## config.mk

```make
export PLATFORM = sky130hd
export DESIGN_NAME = key_debounce_long_press_fifo
export DESIGN_NICKNAME = d
export VERILOG_FILES = /design/src/rtl/core/kdlp_pkg.sv /design/src/rtl/core/kdlp_csr.sv /design/src/rtl/core/kdlp_key_mem.sv /design/src/rtl/core/kdlp_event_fifo.sv /design/src/rtl/core/key_debounce_long_press_fifo.sv
export SDC_FILE = /design/constraint.sdc
export NUM_CORES = 1
export LEC_CHECK = 0
export ABC_CLOCK_PERIOD_IN_PS = 5400
export BUFFER_PORTS_ARGS = -buffer_cell sky130_fd_sc_hd__buf_4
export CAP_MARGIN = 10
export CELL_PAD_IN_SITES_DETAIL_PLACEMENT = 1
export CELL_PAD_IN_SITES_GLOBAL_PLACEMENT = 1
export CORE_MARGIN = 2
export CORE_UTILIZATION = 45
export CTS_BUF_LIST = sky130_fd_sc_hd__clkbuf_16
export DETAILED_ROUTE_END_ITERATION = 8
export GPL_ROUTABILITY_DRIVEN = 0
export GPL_TIMING_DRIVEN = 0
export PLACE_DENSITY_LB_ADDON = 0.2
export SLEW_MARGIN = 30
export SYNTH_ARGS = -nofsm -noshare
export SYNTH_HDL_FRONTEND = slang
export SYNTH_SLANG_ARGS = --single-unit
```

## constraint.sdc

```tcl
create_clock -name clock -period 5.4 [get_ports clock]
set_clock_uncertainty 0.2 [all_clocks]
set_input_delay 1.08 -clock clock [delete_from_list [all_inputs] [get_ports clock]]
set_output_delay 1.08 -clock clock [all_outputs]
set_load 0.02 [all_outputs]
```

## src/rtl/core/kdlp_pkg.sv

```systemverilog
// ----------------------------------------------------------------------------
// kdlp_pkg
// Shared types, constants and helper functions for the key debounce block
// with long-press detection and an event FIFO.
// ----------------------------------------------------------------------------
`default_nettype none

package kdlp_pkg;

   // Block sizing
   localparam int FIFO_DEPTH   = 16;
   localparam int FILTER_TICKS = 5;
   localparam int NUM_KEYS     = 6;
   localparam int KEY_SLOTS    = 6;

   localparam int FIFO_IDX_W = (FIFO_DEPTH > 1) ? $clog2(FIFO_DEPTH) : 1;
   localparam int KEY_IDX_W  = $clog2(KEY_SLOTS);
   localparam int FILT_W     = 4;
   localparam int HOLD_W     = 16;
   localparam int PHASE_W    = 2;
   localparam int CODE_W     = 5;
   localparam int PIN_W      = 4;

   localparam logic [FILT_W-1:0] FILT_MID   = FILT_W'(FILTER_TICKS);
   localparam logic [FILT_W-1:0] FILT_TOP   = FILT_W'(2 * FILTER_TICKS);
   localparam logic [FILT_W-1:0] FILT_RESET = FILT_W'(FILTER_TICKS / 2);

   // Key phases
   localparam logic [PHASE_W-1:0] PHASE_RELEASED = 2'd0;
   localparam logic [PHASE_W-1:0] PHASE_DOWN     = 2'd1;
   localparam logic [PHASE_W-1:0] PHASE_LONG     = 2'd3;

   // Event code offsets from 3 * key
   localparam logic [CODE_W-1:0] CODE_OFS_DOWN = 5'd1;
   localparam logic [CODE_W-1:0] CODE_OFS_UP   = 5'd2;
   localparam logic [CODE_W-1:0] CODE_OFS_LONG = 5'd3;
   localparam logic [CODE_W-1:0] CODE_NONE     = 5'd0;

   // Request functions
   localparam logic [1:0] FUNC_SCAN  = 2'd0;
   localparam logic [1:0] FUNC_POP   = 2'd1;
   localparam logic [1:0] FUNC_CLEAR = 2'd2;

   // Register map
   localparam int CSR_ADDR_W = 5;
   localparam int CSR_DATA_W = 32;
   localparam logic [2:0] REG_PIN_LEVELS = 3'd0;
   localparam logic [2:0] REG_LONG_TIME0 = 3'd1;
   localparam logic [2:0] REG_LONG_TIME_LAST = 3'(KEY_SLOTS);

   localparam logic [PIN_W-1:0]  PIN_LEVELS_RESET = 4'h1;
   localparam logic [HOLD_W-1:0] LONG_TIME_RESET  = 16'd100;

   typedef logic [KEY_SLOTS-1:0][HOLD_W-1:0] long_time_array_type;

   typedef struct packed {
      logic [FILT_W-1:0]  filter;
      logic [PHASE_W-1:0] phase;
      logic [HOLD_W-1:0]  hold;
   } key_state_type;

   localparam key_state_type KEY_STATE_RESET = '{
      filter: FILT_RESET, phase: PHASE_RELEASED, hold: '0};

   typedef struct packed {
      logic              push;
      logic [CODE_W-1:0] push_code;
      logic              pop;
      logic              clear;
   } fifo_ctl_type;

   typedef struct packed {
      logic              empty;
      logic [CODE_W-1:0] rdata;
   } fifo_status_type;

   typedef enum logic [2:0] {
      ST_IDLE,
      ST_CALC,
      ST_PUSH2,
      ST_POP,
      ST_DONE
   } state_type;

   // Pressed-pin pattern of each virtual key (bit0 wakeup .. bit3 button2)
   function automatic logic [PIN_W-1:0] key_pattern(input logic [KEY_IDX_W-1:0] k);
      logic [PIN_W-1:0] pat;
      case (k)
         3'd0:    pat = 4'h1;
         3'd1:    pat = 4'h2;
         3'd2:    pat = 4'h4;
         3'd3:    pat = 4'h8;
         3'd4:    pat = 4'h3;
         3'd5:    pat = 4'h6;
         default: pat = 4'h0;
      endcase
      return pat;
   endfunction

   // Base of a key's event codes: three codes per key
   function automatic logic [CODE_W-1:0] key_base(input logic [KEY_IDX_W-1:0] k);
      return CODE_W'({2'b00, k} + {1'b0, k, 1'b0});
   endfunction

endpackage

`default_nettype wire

```

## src/rtl/core/kdlp_csr.sv

```systemverilog
// ----------------------------------------------------------------------------
// kdlp_csr
// Register file behind the APB-style port: pin active levels and the
// long-press hold time of each key.
// ----------------------------------------------------------------------------
`default_nettype none

module kdlp_csr (
   input  wire logic                                clock,
   input  wire logic                                reset,
   input  wire logic                                csr_psel,
   input  wire logic                                csr_penable,
   input  wire logic                                csr_pwrite,
   input  wire logic [kdlp_pkg::CSR_ADDR_W-1:0]     csr_paddr,
   input  wire logic [kdlp_pkg::CSR_DATA_W-1:0]     csr_pwdata,
   output logic      [kdlp_pkg::CSR_DATA_W-1:0]     csr_prdata,
   output logic                                     csr_pready,
   output logic      [kdlp_pkg::PIN_W-1:0]          pin_levels,
   output kdlp_pkg::long_time_array_type            long_time
);
   import kdlp_pkg::*;

   logic [PIN_W-1:0]    pin_levels_ff;
   long_time_array_type long_time_ff;
   logic [2:0]          reg_idx;
   logic [2:0]          long_idx;
   logic                wr_en;

   assign reg_idx  = csr_paddr[4:2];
   assign long_idx = 3'(reg_idx - REG_LONG_TIME0);
   assign wr_en    = csr_psel & csr_penable & csr_pwrite;

   assign csr_pready = 1'b1;
   assign pin_levels = pin_levels_ff;
   assign long_time  = long_time_ff;

   // Write on the access phase of a transfer
   always_ff @(posedge clock) begin
      if (reset) begin
         pin_levels_ff <= PIN_LEVELS_RESET;
         for (int i = 0; i < KEY_SLOTS; i++) begin
            long_time_ff[i] <= LONG_TIME_RESET;
         end
      end else if (wr_en) begin
         if (reg_idx == REG_PIN_LEVELS) begin
            pin_levels_ff <= csr_pwdata[PIN_W-1:0];
         end else if (reg_idx inside {[REG_LONG_TIME0:REG_LONG_TIME_LAST]}) begin
            long_time_ff[long_idx] <= csr_pwdata[HOLD_W-1:0];
         end
      end
   end

   // Read back
   always_comb begin
      csr_prdata = '0;
      if (reg_idx == REG_PIN_LEVELS) begin
         csr_prdata = CSR_DATA_W'(pin_levels_ff);
      end else if (reg_idx inside {[REG_LONG_TIME0:REG_LONG_TIME_LAST]}) begin
         csr_prdata = CSR_DATA_W'(long_time_ff[long_idx]);
      end
   end

endmodule

`default_nettype wire

```

## src/rtl/core/kdlp_key_mem.sv

```systemverilog
// ----------------------------------------------------------------------------
// kdlp_key_mem
// Per-key debounce state memory: one write port, one registered read port.
// Entries not yet written since reset read as the reset state.
// ----------------------------------------------------------------------------
`default_nettype none

module kdlp_key_mem (
   input  wire logic                           clock,
   input  wire logic                           reset,
   input  wire logic [kdlp_pkg::KEY_IDX_W-1:0] raddr,
   output kdlp_pkg::key_state_type             rdata,
   input  wire logic                           wen,
   input  wire logic [kdlp_pkg::KEY_IDX_W-1:0] waddr,
   input  wire kdlp_pkg::key_state_type        wdata
);
   import kdlp_pkg::*;

   key_state_type        mem [KEY_SLOTS];
   logic [KEY_SLOTS-1:0] valid_ff;
   key_state_type        rdata_ff;
   logic                 rvalid_ff;

   // Store write
   always_ff @(posedge clock) begin
      if (wen) begin
         mem[waddr] <= wdata;
      end
   end

   // Mark entries as written
   always_ff @(posedge clock) begin
      if (reset) begin
         valid_ff <= '0;
      end else if (wen) begin
         valid_ff[waddr] <= 1'b1;
      end
   end

   // Registered read
   always_ff @(posedge clock) begin
      rdata_ff  <= mem[raddr];
      rvalid_ff <= valid_ff[raddr];
   end

   assign rdata = rvalid_ff ? rdata_ff : KEY_STATE_RESET;

endmodule

`default_nettype wire

```

## src/rtl/core/kdlp_event_fifo.sv

```systemverilog
// ----------------------------------------------------------------------------
// kdlp_event_fifo
// Wrapping event queue with no overflow check. The read data register
// always follows the entry at the read index.
// ----------------------------------------------------------------------------
`default_nettype none

module kdlp_event_fifo (
   input  wire logic                  clock,
   input  wire logic                  reset,
   input  wire kdlp_pkg::fifo_ctl_type ctl,
   output kdlp_pkg::fifo_status_type  status
);
   import kdlp_pkg::*;

   localparam logic [FIFO_IDX_W-1:0] IDX_LAST = FIFO_IDX_W'(FIFO_DEPTH - 1);

   logic [CODE_W-1:0]     mem [FIFO_DEPTH];
   logic [FIFO_IDX_W-1:0] rd_idx_ff;
   logic [FIFO_IDX_W-1:0] wr_idx_ff;
   logic [CODE_W-1:0]     rdata_ff;

   // Store write and registered read
   always_ff @(posedge clock) begin
      if (ctl.push) begin
         mem[wr_idx_ff] <= ctl.push_code;
      end
      rdata_ff <= mem[rd_idx_ff];
   end

   // Advance the indices
   always_ff @(posedge clock) begin
      if (reset) begin
         rd_idx_ff <= '0;
         wr_idx_ff <= '0;
      end else begin
         if (ctl.push) begin
            wr_idx_ff <= (wr_idx_ff == IDX_LAST) ? '0 : wr_idx_ff + 1'b1;
         end
         if (ctl.clear) begin
            rd_idx_ff <= wr_idx_ff;
         end else if (ctl.pop) begin
            rd_idx_ff <= (rd_idx_ff == IDX_LAST) ? '0 : rd_idx_ff + 1'b1;
         end
      end
   end

   assign status.empty = (rd_idx_ff == wr_idx_ff);
   assign status.rdata = rdata_ff;

endmodule

`default_nettype wire

```

## src/rtl/core/key_debounce_long_press_fifo.sv

```systemverilog
// ----------------------------------------------------------------------------
// key_debounce_long_press_fifo
// Debounces four button pins decoded into six virtual keys, detects long
// presses and queues down, release and long events for the host to pop.
//
//   channel  direction  handshake               payload
//   req      in         req_valid / req_stall   func, wakeup/button0..2 pins
//   rsp      out        rsp_valid / rsp_stall   key_code
//   csr      in/out     APB-style, pready high  pin levels, long times
//
// A scan tick walks the keys through the key state memory, one key at a time,
// plus an extra step where the pressed key queues both its down and its long
// event, then loads the result. A pop passes a FIFO read state, then the result;
// clear and unknown functions go straight to the result.
// Synchronous reset; no clearing pass is needed. A stalled result holds the
// block in its final state; the next request is taken once that state leaves.
// ----------------------------------------------------------------------------
`default_nettype none

module key_debounce_long_press_fifo (
   input  wire logic                            clock,
   input  wire logic                            reset,
   input  wire logic                            req_valid,
   output logic                                 req_stall,
   input  wire logic [1:0]                      req_func,
   input  wire logic                            req_wakeup_pin,
   input  wire logic                            req_button0_pin,
   input  wire logic                            req_button1_pin,
   input  wire logic                            req_button2_pin,
   output logic                                 rsp_valid,
   input  wire logic                            rsp_stall,
   output logic [4:0]                           rsp_key_code,
   input  wire logic                            csr_psel,
   input  wire logic                            csr_penable,
   input  wire logic                            csr_pwrite,
   input  wire logic [kdlp_pkg::CSR_ADDR_W-1:0] csr_paddr,
   input  wire logic [kdlp_pkg::CSR_DATA_W-1:0] csr_pwdata,
   output logic      [kdlp_pkg::CSR_DATA_W-1:0] csr_prdata,
   output logic                                 csr_pready
);
   import kdlp_pkg::*;

   localparam logic [KEY_IDX_W-1:0] KEY_LAST = KEY_IDX_W'(NUM_KEYS - 1);

   state_type state_ff, state_in;

   logic [KEY_IDX_W-1:0] key_idx_ff, key_idx_in;
   logic [PIN_W-1:0]     pressed_ff, pressed_in;
   logic [CODE_W-1:0]    res_code_ff, res_code_in;
   logic                 rsp_valid_ff, rsp_valid_in;
   logic [CODE_W-1:0]    rsp_code_ff, rsp_code_in;

   logic [PIN_W-1:0]    pin_levels;
   long_time_array_type long_time;

   logic [KEY_IDX_W-1:0] key_raddr;
   key_state_type        key_rd;
   key_state_type        key_wr;
   logic                 key_wen;

   fifo_ctl_type    fifo_ctl;
   fifo_status_type fifo_stat;

   logic              accept;
   logic              out_free;
   logic              is_last;
   logic              key_down;
   logic [HOLD_W-1:0] cur_long;
   logic [HOLD_W-1:0] hold_inc;
   logic              ev_down;
   logic              ev_long;
   logic              ev_up;
   logic              two_events;
   logic [CODE_W-1:0] base;
   logic [PIN_W-1:0]  pin_sample;

   kdlp_csr u_csr (
      .clock       (clock),
      .reset       (reset),
      .csr_psel    (csr_psel),
      .csr_penable (csr_penable),
      .csr_pwrite  (csr_pwrite),
      .csr_paddr   (csr_paddr),
      .csr_pwdata  (csr_pwdata),
      .csr_prdata  (csr_prdata),
      .csr_pready  (csr_pready),
      .pin_levels  (pin_levels),
      .long_time   (long_time)
   );

   kdlp_key_mem u_key_mem (
      .clock (clock),
      .reset (reset),
      .raddr (key_raddr),
      .rdata (key_rd),
      .wen   (key_wen),
      .waddr (key_idx_ff),
      .wdata (key_wr)
   );

   kdlp_event_fifo u_fifo (
      .clock  (clock),
      .reset  (reset),
      .ctl    (fifo_ctl),
      .status (fifo_stat)
   );

   // Handshake helpers
   assign accept     = req_valid & (state_ff == ST_IDLE);
   assign out_free   = ~rsp_valid_ff | ~rsp_stall;
   assign is_last    = (key_idx_ff == KEY_LAST);
   assign pin_sample = {req_button2_pin, req_button1_pin, req_button0_pin, req_wakeup_pin};

   // Debounce and long-press update of the key being walked
   always_comb begin
      base     = key_base(key_idx_ff);
      key_down = (pressed_ff == key_pattern(key_idx_ff));
      cur_long = long_time[key_idx_ff];
      hold_inc = key_rd.hold + 1'b1;
      key_wr   = key_rd;
      ev_down  = 1'b0;
      ev_long  = 1'b0;
      ev_up    = 1'b0;
      if (key_down) begin
         if (key_rd.filter < FILT_MID) begin
            key_wr.filter = FILT_MID;
         end else if (key_rd.filter < FILT_TOP) begin
            key_wr.filter = key_rd.filter + 1'b1;
         end else begin
            if (key_rd.phase == PHASE_RELEASED) begin
               key_wr.phase = PHASE_DOWN;
               ev_down      = 1'b1;
            end
            if ((cur_long != '0) && (key_rd.hold < cur_long)) begin
               key_wr.hold = hold_inc;
               if (hold_inc == cur_long) begin
                  key_wr.phase = PHASE_LONG;
                  ev_long      = 1'b1;
               end
            end
         end
      end else begin
         if (key_rd.filter > FILT_MID) begin
            key_wr.filter = FILT_MID;
         end else if (key_rd.filter != '0) begin
            key_wr.filter = key_rd.filter - 1'b1;
         end else if ((key_rd.phase == PHASE_DOWN) || (key_rd.phase == PHASE_LONG)) begin
            key_wr.phase = PHASE_RELEASED;
            ev_up        = 1'b1;
         end
         key_wr.hold = '0;
      end
      two_events = ev_down & ev_long;
   end

   // Next state
   always_comb begin
      state_in = state_ff;
      case (state_ff)
         ST_IDLE: begin
            if (accept) begin
               case (req_func)
                  FUNC_SCAN: state_in = ST_CALC;
                  FUNC_POP:  state_in = ST_POP;
                  default:   state_in = ST_DONE;
               endcase
            end
         end
         ST_CALC: begin
            if (two_events)   state_in = ST_PUSH2;
            else if (is_last) state_in = ST_DONE;
         end
         ST_PUSH2: state_in = is_last ? ST_DONE : ST_CALC;
         ST_POP:   state_in = ST_DONE;
         ST_DONE: begin
            if (out_free) state_in = ST_IDLE;
         end
         default: state_in = ST_IDLE;
      endcase
   end

   // Outputs and datapath controls
   always_comb begin
      key_idx_in         = key_idx_ff;
      pressed_in         = pressed_ff;
      res_code_in        = res_code_ff;
      key_raddr          = '0;
      key_wen            = 1'b0;
      fifo_ctl.push      = 1'b0;
      fifo_ctl.push_code = CODE_NONE;
      fifo_ctl.pop       = 1'b0;
      fifo_ctl.clear     = 1'b0;
      rsp_valid_in       = rsp_valid_ff & rsp_stall;
      rsp_code_in        = rsp_code_ff;
      case (state_ff)
         ST_IDLE: begin
            if (accept) begin
               key_idx_in     = '0;
               pressed_in     = ~(pin_sample ^ pin_levels);
               res_code_in    = CODE_NONE;
               fifo_ctl.clear = (req_func == FUNC_CLEAR);
            end
         end
         ST_CALC: begin
            key_wen = 1'b1;
            if (ev_down)      fifo_ctl.push_code = base + CODE_OFS_DOWN;
            else if (ev_long) fifo_ctl.push_code = base + CODE_OFS_LONG;
            else              fifo_ctl.push_code = base + CODE_OFS_UP;
            fifo_ctl.push = ev_down | ev_long | ev_up;
            if (!two_events && !is_last) begin
               key_idx_in = key_idx_ff + 1'b1;
               key_raddr  = key_idx_ff + 1'b1;
            end
         end
         ST_PUSH2: begin
            fifo_ctl.push      = 1'b1;
            fifo_ctl.push_code = base + CODE_OFS_LONG;
            if (!is_last) begin
               key_idx_in = key_idx_ff + 1'b1;
               key_raddr  = key_idx_ff + 1'b1;
            end
         end
         ST_POP: begin
            fifo_ctl.pop = ~fifo_stat.empty;
            res_code_in  = fifo_stat.empty ? CODE_NONE : fifo_stat.rdata;
         end
         ST_DONE: begin
            if (out_free) begin
               rsp_valid_in = 1'b1;
               rsp_code_in  = res_code_ff;
            end
         end
         default: ;
      endcase
   end

   // Control registers
   always_ff @(posedge clock) begin
      if (reset) begin
         state_ff     <= ST_IDLE;
         rsp_valid_ff <= 1'b0;
      end else begin
         state_ff     <= state_in;
         rsp_valid_ff <= rsp_valid_in;
      end
   end

   // Payload registers
   always_ff @(posedge clock) begin
      key_idx_ff  <= key_idx_in;
      pressed_ff  <= pressed_in;
      res_code_ff <= res_code_in;
      rsp_code_ff <= rsp_code_in;
   end

   assign req_stall    = (state_ff != ST_IDLE);
   assign rsp_valid    = rsp_valid_ff;
   assign rsp_key_code = rsp_code_ff;

endmodule

`default_nettype wire
```

* Word-level counts from Yosys, hierarchy flattened *
Memory sizes are Yosys's and may differ from the RTL's. A register that Yosys moved wholly into a read port is not among the register bits.
Cells that the tools add are included.

cells by class
  $add $sub $neg = 11
  bitwise logic cells = 15
  equal/unequal tests = 23
  reduce and logical (&&, ||, !) cells = 26
  shift-type cells = 0
  order comparisons = 11
  div/mod/pow operators = 0
  $mul = 0
  mux-type cells = 75

operators by type and width
  cell                                                 number
  binary-select mux 16 bit (select 3 bit)              2
  bitwise mux 96 bit                                   1
  2-to-1 mux 16 bit                                    4
  2-to-1 mux 18 bit                                    3
  demux 16 bit (select 3 bit)                          1
  2-to-1 mux 22 bit                                    2
  2-to-1 mux 32 bit                                    1
  2-to-1 mux 4 bit                                     8
  2-to-1 mux 3 bit                                     10
  2-to-1 mux 1 bit                                     25
  one-hot mux 4 bit (6 select lines)                   1
  2-to-1 mux 5 bit                                     4
  adder 16 x 1 -> 16 bit, second input constant        1
  equality test 16 bit                                 1
  < comparator 16 bit                                  1
  nonzero test 16 bit                                  1
  one-hot mux 3 bit (5 select lines)                   1
  adder 4 x 1 -> 4 bit, second input constant          3
  equality test 3 x 2 -> 1 bit, second input constant  4
  < comparator 3 x 4 -> 1 bit, second input constant   3
  one-hot mux 3 bit (2 select lines)                   2
  one-hot mux 6 bit (2 select lines)                   1
  adder 5 x 2 -> 5 bit, second input constant          2
  2-to-1 mux 2 bit                                     5
  39 further kinds                                     74

word-level totals
  memory bits (read-only) = 0
  bits in writable memories = 212
  register bits = 136
  logic and storage cells = 180
  memories kept = 2
  output and inout bits = 40
  bits in latches = 0

memory list
  name           words  bits a word  read ports  clocked after memory_dff  write ports  line                   RTL
  u_key_mem.mem  6      22           1           1                         1            kdlp_key_mem.sv:19     key_state_type mem [KEY_SLOTS];
  u_fifo.mem     16     5            1           1                         1            kdlp_event_fifo.sv:18  logic [CODE_W-1:0] mem [FIFO_DEPTH];

* Longest topological paths before layout *
Gate-level depths: netlist (run 1).

  depth in word-level cells = 15
  depth in mapped cells = 20
  depth with buffers taken out = 15

* By module *
From an unflattened synthesis (run 1), not the netlist that was laid out.

unflattened totals
  cell total of the unflattened synthesis = 1535
  area total of the unflattened synthesis = 18799.3 µm²

by module, submodules not included
  module                        instances  area an instance (µm²)  sequential area each (µm²)  cells each
  kdlp_key_mem                  1          6062.1                  4544.4                      336
  kdlp_csr                      1          5027.3                  2001.9                      522
  key_debounce_long_press_fifo  1          3910.0                  590.6                       469
  kdlp_event_fifo               1          3799.9                  2662.6                      208

* Worst setup path before layout (run 1) *
No wires, ideal clock.

  path kind = input to output
  start point = in csr_paddr[2] (netlist name)
  end point = out csr_prdata[11] (netlist name)
  arrival time = 3.556 ns
  path buffers = 3
  setup slack = 0.564 ns
  stages on the path = 10
  path through = clkbuf_1 inv_1 ha_1 xnor2_1 clkbuf_1 clkbuf_1 o21ai_0 a21oi_1 a21oi_1 a211oi_1

between the ends
  cells in the longest elaborated chain, start to end = 5
  elaborated cells between the ends (all ways) = 9
  those cells by class = add/sub (1); order compare (2); mux (4); reduce/logical (2)

ends and longest elaborated chain
  item                                     line                                RTL
  from (decl)                              key_debounce_long_press_fifo.sv:36  input wire logic [kdlp_pkg::CSR_ADDR_W-1:0] csr_paddr,
  subtractor 3 x 1 -> 3 bit                kdlp_csr.sv:30                      assign long_idx = 3'(reg_idx - REG_LONG_TIME0);
  binary-select mux 16 bit (select 3 bit)  kdlp_csr.sv:59                      csr_prdata = CSR_DATA_W'(long_time_ff[long_idx]);
  2-to-1 mux 16 bit (not written as such)  kdlp_csr.sv:59
  2-to-1 mux 16 bit                        kdlp_csr.sv:58                      end else if (reg_idx inside {[REG_LONG_TIME0:REG_LONG_TIME_LAST]}) begin
  2-to-1 mux 32 bit (*)                    kdlp_csr.sv:56                      if (reg_idx == REG_PIN_LEVELS) begin
  to (decl)                                key_debounce_long_press_fifo.sv:38  output logic [kdlp_pkg::CSR_DATA_W-1:0] csr_prdata,

Every way passes the cells marked *; elsewhere a longest branch is shown, timed or not. The select of a mux whose other input is x is not followed.

* Final worst setup path (run 1) *
  start point = reg key_idx_ff[1]
  end point = reg u_key_mem.rdata_ff[10] (netlist name)

between the ends
  cells in the longest elaborated chain, start to end = 13
  elaborated cells between the ends (all ways) = 28
  those cells by class = add/sub (1); order compare (1); eq/ne (7); mux (12); bitwise (1); reduce/logical (6)

ends and longest elaborated chain
  item                                                   line                                                                      RTL
  from (decl)                                            key_debounce_long_press_fifo.sv:47                                        logic [KEY_IDX_W-1:0] key_idx_ff, key_idx_in;
  from (signal assigned)                                 key_debounce_long_press_fifo.sv:250                                       key_idx_ff <= key_idx_in;
  binary-select mux 16 bit (select 3 bit)                key_debounce_long_press_fifo.sv:118                                       cur_long = long_time[key_idx_ff];
  2-to-1 mux 16 bit (not written as such)                key_debounce_long_press_fifo.sv:118
  < comparator 16 bit, or another cell as far along      key_debounce_long_press_fifo.sv:134                                       if ((cur_long != '0) && (key_rd.hold < cur_long)) begin
  logical AND 1 bit or 2-to-1 mux 1 bit (tied branches)  key_debounce_long_press_fifo.sv:134, key_debounce_long_press_fifo.sv:136
  2-to-1 mux 1 bit                                       key_debounce_long_press_fifo.sv:134
  2-to-1 mux 1 bit                                       key_debounce_long_press_fifo.sv:127                                       end else if (key_rd.filter < FILT_TOP) begin
  2-to-1 mux 1 bit                                       key_debounce_long_press_fifo.sv:125                                       if (key_rd.filter < FILT_MID) begin
  2-to-1 mux 1 bit                                       key_debounce_long_press_fifo.sv:124                                       if (key_down) begin
  bitwise AND 1 bit                                      key_debounce_long_press_fifo.sv:153                                       two_events = ev_down & ev_long;
  logical NOT 1 bit                                      key_debounce_long_press_fifo.sv:210                                       if (!two_events && !is_last) begin
  logical AND 1 bit                                      key_debounce_long_press_fifo.sv:210
  2-to-1 mux 3 bit                                       key_debounce_long_press_fifo.sv:210
  one-hot mux 3 bit (2 select lines) (*)                 key_debounce_long_press_fifo.sv:195                                       case (state_ff)

Marked as above.
A chain may end at the register's enable or synchronous reset.

==> metrics.yaml, run 1 <==
seq_area_frac_synth: 0.5360
track_usage: 0.2930
vias: 14600
wl_per_cell_um: 25.73
tightest_slew_ns: 1.026
num_rows: 73
antenna_cells: 0
drv_cap: 0
core-area_um2: 39910
slew_viol_final: 0
drive_gt1_frac: 0.1509
startpoint_type: "register"
outcome: "finished, final reports clean"
synth_area_um2: 18280
worstPathMaxFanout: 10
synth_top_area_frac: 0.3762
synth_edf_count: 229
p_per_area_nw_per_um2: 409.3
timing.final.ws_setup_ns: 0.1316
cts_made_buffers: 42
die_h_um: 205.6
worst_hold_path_type: "register to register"
place_ws_ns: -0.8720
cts_hold_buffers: 0
setup_viol: 0
ys_seq_elements: 375
yosysMostFrequentCell: "nand2_1"
ios: 90
fmax_mhz: 189.8
grt_pass1_vias: 15100
period_needed_ns: 5.268
cts_sinks: 375
die_area_um2: 42250
start_util: 0.4580
area_growth_pct: 15.03
clock_latency_ns: 0.58
synth_commonest_cells: "nand2_1, edfxtp_1, dfxtp_1"
numPortBuffers: 52
drt-pass1-iter-count: 6
slew_headroom: 0.3105
finalHoldViolCount: 0
yosys_warnings: 0
clk_pin_slew_ns: 0.06
ir_drop_v: 0.0002310
htree_levels: 2
antenna_found_initial: 0
yosys-top-cells-area: "edfxtp_1, dfxtp_1, nand2_1"
drt_iter0_drc: 1282
drc: 0
nNetsFinal: 1914
antenna_left: 0
worstPathArrival_ns: 5.51
dp_hpwl_um: 42070
worstSetupPathType: "register to register"
async_flop_share: 0
drt_wl_total_um: 61270
grt_max_degree: 24
post-route-period-util: 0.9756
fillerInstances: 4307
tns_ns: 0
root_buffer: "clkbuf_16"
syn_inst: 1713
synth_ff_type: "edfxtp_1"
crit_required_ns: 5.64
clk_path_buf_depth: 3
p_leak_uw: 0.007411
cts_tree: "yes"
yosysUniqueCellTypes: 81
vias_per_cell: 6.131
die_x_um: 205.6
yosysTopAreaCell: "edfxtp_1"
grt_pass1_wl_um: 92390
endpoint_kind: "register"
grt-ovfl-total: 0
syn_area_per_cell_um2: 10.67
## logic make-up (layout without fill, tap and decap cells)
family / count (synthesis) / in the layout / share of synthesized area
flip-flops: 375 / 375 / 0.5360
other: 2 / 17 / 0.0004108
buffers and inverters: 163 / 291 / 0.04120
multiplexers: 94 / 94 / 0.07371
AND/OR/NAND/NOR: 615 / 615 / 0.1564
XOR/XNOR: 65 / 65 / 0.03189
adder cells (fa/ha/maj): 41 / 41 / 0.02847
AO/OA/AOI/OAI: 358 / 358 / 0.1319
## where the power goes
part,leakage (uW),switching (uW),internal (uW)
registers,0.00322,144,3280
logic,0.00350,1410,782
clock network,0.000693,1200,1780
## worst max-delay path: stages (launching register included)
cell and delay [ns]:
edfxtp_1 0.49, buf_6 0.24, buf_6 0.20, buf_2 0.30
mux2i_1 0.24, o22ai_1 0.13, a21oi_2 0.30, ha_1 0.32
o21a_1 0.20, o21a_1 0.17, o21a_1 0.17, o32ai_1 0.18
o41ai_2 0.18, nor4_4 0.28, buf_4 0.20, a31oi_2 0.16
a32oi_4 0.38, nor2_1 0.13, buf_2 0.27, a311oi_2 0.39
## final timing paths
check                                     from                      to  slack [ns]  depth (start not counted)
worst max-delay path             key_idx_ff[1]  u_key_mem.rdata_ff[10]        0.13                         19
worst min-delay path            res_code_ff[3]         rsp_key_code[3]        0.22                          0
worst max register to register   key_idx_ff[1]  u_key_mem.rdata_ff[10]        0.13                         19
worst min register to register  res_code_ff[3]         rsp_key_code[3]        0.22                          0
## metal layers
layer	up-vias	global-route usage	part of all wire
met4	0	0.1190	0.037
met3	145	0.04086	0.061
met2	565	0.4889	0.48
met5	-	0	0
li1	6498	-	-
met1	7390	0.3844	0.42
## final cells by class
cell class	count	area, um^2	share of cell area
inverter	37	138.9	0.006604
clock inverter	34	340.3	0.01618
buffer	121	616.8	0.02933
sequential	375	9799	0.4660
clock buffer	43	1076	0.05117
timing repair buffer	56	424.2	0.02017
multi-input combinational	1190	7976	0.3793
tap	525	656.9	0.03124
## per-stage QoR
| stage | utilization | instances | area [um^2] | power, uW | hold WS (ns) |
|---|---|---|---|---|---|
| 2_1_floorplan | - | 1728 | 18340 | 4830 | 0.2003 |
| 3_3_place_gp | 0.4857 | 2305 | 19380 | 5467 | 0.2047 |
| 3_5_place_dp | 0.4872 | 2306 | 19440 | 5544 | 0.2065 |
| 4_1_cts | 0.5254 | 2382 | 20970 | 8585 | 0.2220 |
| 5_1_grt | 0.5268 | 2381 | 21030 | 8923 | 0.2220 |
| 6_report | 0.5268 | 2381 | 21030 | 8608 | 0.2196 |
## sequential cells by signal, summed over array words and instances (netlist names)
register and flops:
key_idx_ff 3, pressed_ff 4, res_code_ff 5, rsp_key_code 5, rsp_valid 1, state_ff 3
u_csr.long_time 96, u_csr.pin_levels 4, u_fifo.mem 80, u_fifo.rd_idx_ff 4, u_fifo.rdata_ff 5, u_fifo.wr_idx_ff 4
u_key_mem.mem 132, u_key_mem.rdata_ff 22, u_key_mem.rvalid_ff 1, u_key_mem.valid_ff 6
## placed cells by master, fill, tap and decap left out, types with 11 or more instances in the layout
master	synthesis	final
buf_2	14	15
o31ai_1	14	14
conb_1	2	17
clkbuf_16	0	43
o211ai_1	13	13
nor2_1	108	107
buf_4	21	76
clkinv_1	2	17
o22ai_1	25	24
xor2_1	16	15
and2_1	32	32
o221ai_1	16	16
nor2b_1	11	11
xnor2_1	48	47
nand2_1	278	278
ha_1	40	40
mux4_2	31	31
nand3_1	42	42
nand4_1	12	12
a221oi_1	16	16
a221oi_2	13	13
mux2i_1	51	51
o21ai_0	60	57
and3_1	40	27
a211oi_1	16	16
dfxtp_1	146	146
nor4_1	17	16
edfxtp_1	229	229
clkbuf_1	78	65
a21oi_1	124	123
and3_2	0	13
or3_1	17	16
nor3_1	23	17
inv_1	35	37
## what timing repair did
action	in CTS	in global routing
resized for setup	23	21
setup buffers	2	1
pin swaps	1	0
cloned	0	0
setup endpoints to repair	274	203
Note: power is estimated with default switching activity, not from simulation.
==> run 2, diff against run 1 <==
--- a/config.mk
+++ b/config.mk
@@ -10,7 +10,6 @@
 export CAP_MARGIN = 10
 export CELL_PAD_IN_SITES_DETAIL_PLACEMENT = 1
 export CELL_PAD_IN_SITES_GLOBAL_PLACEMENT = 1
-export CORE_MARGIN = 2
 export CORE_UTILIZATION = 45
 export CTS_BUF_LIST = sky130_fd_sc_hd__clkbuf_16
 export DETAILED_ROUTE_END_ITERATION = 8
==> metrics.yaml, run 2 (synthesized netlist as in run 1, its figures left out) <==
outcome: "finished, final reports clean"
cts_made_buffers: 42  # unchanged
cts_sinks: 375  # unchanged
die_x_um: 203.6  # -0.97%
cts_tree: "yes"
p_per_area_nw_per_um2: 398.7  # -2.6%
antenna_left: 0  # unchanged
drt-pass1-iter-count: 5  # -1
num_rows: 73  # unchanged
tns_ns: 0  # unchanged
fmax_mhz: 189.5  # -0.15%
dp_hpwl_um: 41860  # -0.49%
startpoint_type: "register"
setup_viol: 0  # unchanged
track_usage: 0.2962  # +0.003139
worst_hold_path_type: "register to register"
worstPathMaxFanout: 10  # unchanged
core-area_um2: 39910  # unchanged
nNetsFinal: 1917  # +0.16%
grt_pass1_vias: 15070  # -0.23%
drv_cap: 0  # unchanged
multi_input_area_um2: 7985  # +0.11%
clk_pin_slew_ns: 0.06  # about the same
fin_util: 0.5246  # -0.002226
antenna_cells: 0  # unchanged
crit_required_ns: 5.46  # -0.18 ns
drc: 0  # unchanged
largest_reg_flops: 132  # unchanged
worstSetupPathType: "register to register"
slew_viol_final: 0  # unchanged
cp_top_family: "compound AO/OA/AOI/OAI gates"
drt_iter0_drc: 1322  # +3.1%
hold_depth: 0  # unchanged
numPortBuffers: 52  # unchanged
period_needed_ns: 5.276  # +0.008121 ns
grt_max_degree: 24  # unchanged
drive_gt1_frac: 0.1570  # +0.006127
fin_cells: 2385  # +0.17%
p_leak_uw: 0.007416  # about the same
cts_hold_buffers: 0  # unchanged
regMostFlops: "u_key_mem.mem"
start_util: 0.4580  # unchanged
antenna_found_initial: 0  # unchanged
final_common_cell: "nand2_1"
grt-ovfl-total: 0  # unchanged
finalHoldViolCount: 0  # unchanged
worstPathArrival_ns: 5.34  # -0.17 ns
die_h_um: 203.6  # -0.97%
critical_path_depth: 18  # -1
ios: 90  # unchanged
grt_pass1_wl_um: 92070  # -0.35%
critPathMaxStageDelay_ns: 0.45  # -0.04 ns
post-route-period-util: 0.9771  # +0.001504
vias: 14680  # +0.53%
ir_drop_v: 0.0002444  # +5.8%
cp_common_cell: "o21a_1"
r2r_cells: 18  # -1
clock_latency_ns: 0.58  # about the same
slowest_stage: "edfxtp_1"
endpoint_kind: "register"
dp_cells: 2306  # unchanged
fillerInstances: 4336  # +0.67%
wl_per_cell_um: 25.58  # -0.58%
slew_headroom: 0.3418  # +0.03136
mostFrequentLayoutCells: "nand2_1, edfxtp_1, dfxtp_1"
drt_wl_total_um: 61010  # -0.42%
cp_num_buf_inv: 5  # unchanged
hold-worst-slack_ns: 0.2196  # -0.00005800 ns
cp_cell_sequence: "buf_6 > buf_6 > buf_2 > mux2i_1 > o22ai_1 > a21oi_2 > ha_1 > o21a_1 > o21a_1 > o21a_1 > o32ai_1 > o41ai_2 > nor4_4 > buf_4 > nand3_2 > a31oi_4 > buf_2 > and4_2"
die_area_um2: 41430  # -1.9%
tightest_slew_ns: 0.9873  # -0.03915 ns
seq_area_um2: 9799  # unchanged
area_growth_pct: 14.54
root_buffer: "clkbuf_16"
vias_per_cell: 6.153  # +0.37%
clk_path_buf_depth: 3  # unchanged
htree_levels: 2  # unchanged
==> run 2: cell types whose count changed in the layout (fill, tap and decap cells not counted), sizes merged <==
cell,delta
inv,+7
bufinv,-5
buf,+3
clkinv,+2
clkinvlp,-2
clkbuf,-1
==> run 2: final cells by class <==
class | count | area share
inverter | 37 | 0.006632
tap | 525 | 0.03137
clock buffer | 42 | 0.05019
clock inverter | 36 | 0.01111
timing repair buffer | 60 | 0.02169
multi-input combinational | 1190 | 0.3813
sequential | 375 | 0.4680
buffer | 120 | 0.02970
==> run 2: final timing paths <==
check / from / endpoint / slack [ns]
worst min register to register: res_code_ff[1] / rsp_key_code[1] / 0.22
worst min-delay path: res_code_ff[1] / rsp_key_code[1] / 0.22
worst max-delay path: key_idx_ff[1] / u_fifo.mem[14][4] / 0.12
worst max register to register: key_idx_ff[1] / u_fifo.mem[14][4] / 0.12
==> run 2: per-layer routing <==
| layer | part of all wire | vias up | global-route usage |
|---|---|---|---|
| met4 | 0.037 | 0 | 0.1219 |
| met3 | 0.064 | 148 | 0.04906 |
| met5 | 0 | - | 0 |
| met2 | 0.47 | 590 | 0.4884 |
| li1 | - | 6490 | - |
| met1 | 0.43 | 7448 | 0.3869 |
==> run 2: where the power goes <==
part	switching (uW)	internal, uW	total (uW)
combinational	1410	780	2190
sequential	146	3280	3430
clock	1210	1520	2730
==> run 2: metrics by stage <==
stage	power [uW]	instance area, um^2	setup slack (ns)
after floorplan	4830	18340	0.5644
after global placement	5470	19380	-1.598
after detailed placement	5546	19440	-0.9358
after CTS	8305	20820	0.05634
after global routing	8645	20940	-0.02354
final	8349	20940	0.1235
==> run 2: what timing repair did <==
action	4_1_cts	5_1_grt
resized for setup	26	30
buffers inserted	3	4
pin swaps	1	1
cloned	0	0
setup endpoints to repair	280	193
==> run 3, diff against run 2 <==
--- a/config.mk
+++ b/config.mk
@@ -9,8 +9,8 @@
 export BUFFER_PORTS_ARGS = -buffer_cell sky130_fd_sc_hd__buf_4
 export CAP_MARGIN = 10
 export CELL_PAD_IN_SITES_DETAIL_PLACEMENT = 1
-export CELL_PAD_IN_SITES_GLOBAL_PLACEMENT = 1
-export CORE_UTILIZATION = 45
+export CELL_PAD_IN_SITES_GLOBAL_PLACEMENT = 2
+export CORE_UTILIZATION = 41
 export CTS_BUF_LIST = sky130_fd_sc_hd__clkbuf_16
 export DETAILED_ROUTE_END_ITERATION = 8
 export GPL_ROUTABILITY_DRIVEN = 0
==> metrics.yaml, run 3 (synthesized netlist as in run 1, its figures left out) <==
outcome: "finished, final reports clean"
p_seq_frac: 0.408  # -0.003
hold-worst-slack_ns: 0.2298  # +0.01022 ns
die_h_um: 213.2  # +4.7%
root_buffer: "clkbuf_16"
clock_latency_ns: 0.58  # about the same
finalHoldViolCount: 0  # unchanged
worstHoldStart: "res_code_ff[1]"
area_growth_pct: 15.28
fmax_mhz: 191.4  # +1.0%
period_needed_ns: 5.224  # -0.05202 ns
worstPathArrival_ns: 5.45  # +0.11 ns
ir_drop_v: 0.0002109  # -14%
r2r-start: "key_idx_ff[1]"
numPortBuffers: 52  # unchanged
die_area_um2: 45440  # +9.7%
antenna_cells: 0  # unchanged
grt_pass1_wl_um: 91890  # -0.19%
wl_per_cell_um: 25.23  # -1.4%
vias_per_cell: 5.804  # -5.7%
power.clock.fraction: 0.330  # +0.003
fin_util: 0.4776  # -0.04702
drv_cap: 0  # unchanged
routed-wl-met2_um: 30080  # +4.1%
p_switching_uw: 2782  # +0.50%
drt-pass1-iter-count: 5  # unchanged
vias: 14230  # -3.1%
drt_wl_total_um: 61840  # +1.3%
clk_pin_slew_ns: 0.06  # about the same
rsz0062_at_grt: "no"
r2r-end: "u_key_mem.rdata_ff[10]"
wl_met1_um: 27050  # +4.1%
htree_levels: 2  # unchanged
die_x_um: 213.2  # +4.7%
grt_max_degree: 24  # unchanged
final_common_cell: "nand2_1"
startpoint_type: "register"
drt_iter0_drc: 1130  # -15%
intPower_uw: 5614  # +0.58%
cts_made_buffers: 43  # +2.4%
reg2reg_slack_ns: 0.18  # +0.05 ns
worst_hold_path_type: "register to register"
slew_viol_final: 0  # unchanged
antenna_found_initial: 0  # unchanged
largest_reg_flops: 132  # unchanged
tightest_slew_ns: 1.025  # +0.03769 ns
cts_tree: "yes"
clk_path_buf_depth: 3  # unchanged
p_per_area_nw_per_um2: 398.4  # about the same
grt_pass1_vias: 14470  # -4.0%
slew_headroom: 0.3167  # -0.02513
wl_met3_um: 3092  # -20%
p_comb_frac: 0.262  # about the same
fillerInstances: 4863  # +12%
top_layer: "met4"
ios: 90  # unchanged
drc: 0  # unchanged
post-route-period-util: 0.9675  # -0.009633
hold_depth: 0  # unchanged
p_leak_uw: 0.007418  # about the same
core-area_um2: 44120  # +11%
mostFrequentLayoutCells: "nand2_1, edfxtp_1, dfxtp_1"
dp_hpwl_um: 43190  # +3.2%
crit_required_ns: 5.63  # +0.17 ns
timing.final.ws_setup_ns: 0.1755  # +0.05202 ns
regMostFlops: "u_key_mem.mem"
drive_gt1_frac: 0.1490  # -0.007984
num_rows: 77  # +5.5%
antenna_left: 0  # unchanged
grt-ovfl-total: 0  # unchanged
p_sw_frac: 0.3313  # about the same
worstPathMaxFanout: 10  # unchanged
worstSetupPathType: "register to register"
nNetsFinal: 1917  # unchanged
setup_viol: 0  # unchanged
cts_sinks: 375  # unchanged
timing.hold.worst_endpoint: "rsp_key_code[1]"
start_util: 0.4143  # -0.04370
place_ws_ns: -1.116  # -0.1804 ns
endpoint_kind: "register"
r2r_cells: 19  # +1
track_usage: 0.2757  # -0.02048
[run 3: changes by cell type in the layout (fill, tap and decap cells not counted), sizes merged]
| cell | change |
|---|---|
| clkinvlp | +2 |
| inv | -1 |
| clkinv | -2 |
[run 3: critical path, cell delays in order (launching register included)]
cell	delay [ns]
edfxtp_1	0.46
buf_6	0.23
buf_6	0.21
buf_2	0.29
mux2i_1	0.25
o22ai_1	0.11
a21oi_2	0.29
ha_1	0.31
o21a_1	0.19
o21a_1	0.16
o21a_1	0.16
o32ai_1	0.16
o41ai_2	0.17
nor4_4	0.28
buf_4	0.21
and4_1	0.30
buf_2	0.29
o21ai_0	0.15
and3_1	0.25
a311oi_2	0.35
[run 3: power by group through the flow]
stage,registers [uW],clock network [uW],logic (uW)
2_1_floorplan,3440,0,1390
3_3_place_gp,3480,0,2020
3_5_place_dp,3490,0,2090
4_1_cts,3430,2800,2170
5_1_grt,3450,2910,2360
6_report,3430,2770,2200
[run 3: worst max path at each step]
stage / from / end / slack [ns] / cells after the start
after global routing: u_key_mem.rvalid_ff / u_key_mem.rdata_ff[10] / 0.002 / 20
final: key_idx_ff[1] / u_key_mem.rdata_ff[10] / 0.18 / 19
after global placement: u_key_mem.rvalid_ff / u_fifo.mem[0][1] / -1.68 / 18
after floorplan: csr_paddr[2] / csr_prdata[11] / 0.56 / 10
after detailed placement: u_key_mem.rvalid_ff / u_fifo.mem[11][3] / -1.12 / 18
after CTS: csr_paddr[2] / csr_prdata[11] / -0.01 / 12
[run 3: layer usage]
metal  track usage  vias up
met3       0.04030       94
met2        0.4647      418
met4       0.08374        0
met1        0.3655     7227
li1              -     6486
met5             0        -
[run 3: layout make-up]
type / instances / area [um^2] / share of cell area
flip-flops and latches: 375 / 9799 / 0.4650
multi-input cells: 1190 / 7991 / 0.3792
clock buffers: 43 / 1076 / 0.05106
well taps: 592 / 740.7 / 0.03515
plain buffers: 121 / 615.6 / 0.02921
repair buffers: 58 / 459.2 / 0.02179
clock inverters: 35 / 249.0 / 0.01181
inverters: 37 / 142.6 / 0.006768
[run 3: through the flow]
step / power [uW] / cell area, um^2 / instances / TNS (ns)
floorplan: 4830 / 18340 / 1728 / 0
global placement: 5508 / 19470 / 2372 / -209.79
detailed placement: 5573 / 19560 / 2374 / -190.28
CTS: 8402 / 21020 / 2449 / -0.01255
global route: 8720 / 21070 / 2451 / 0
finish: 8395 / 21070 / 2451 / 0
[run 3: what timing repair did]
action	CTS	global route
endpoints found under the setup margin	287	191
buffers inserted	1	3
hold buffers	0	0
endpoints found under the hold margin	0	0
pin swaps	1	1
gates resized for setup	32	9
cloned	0	0
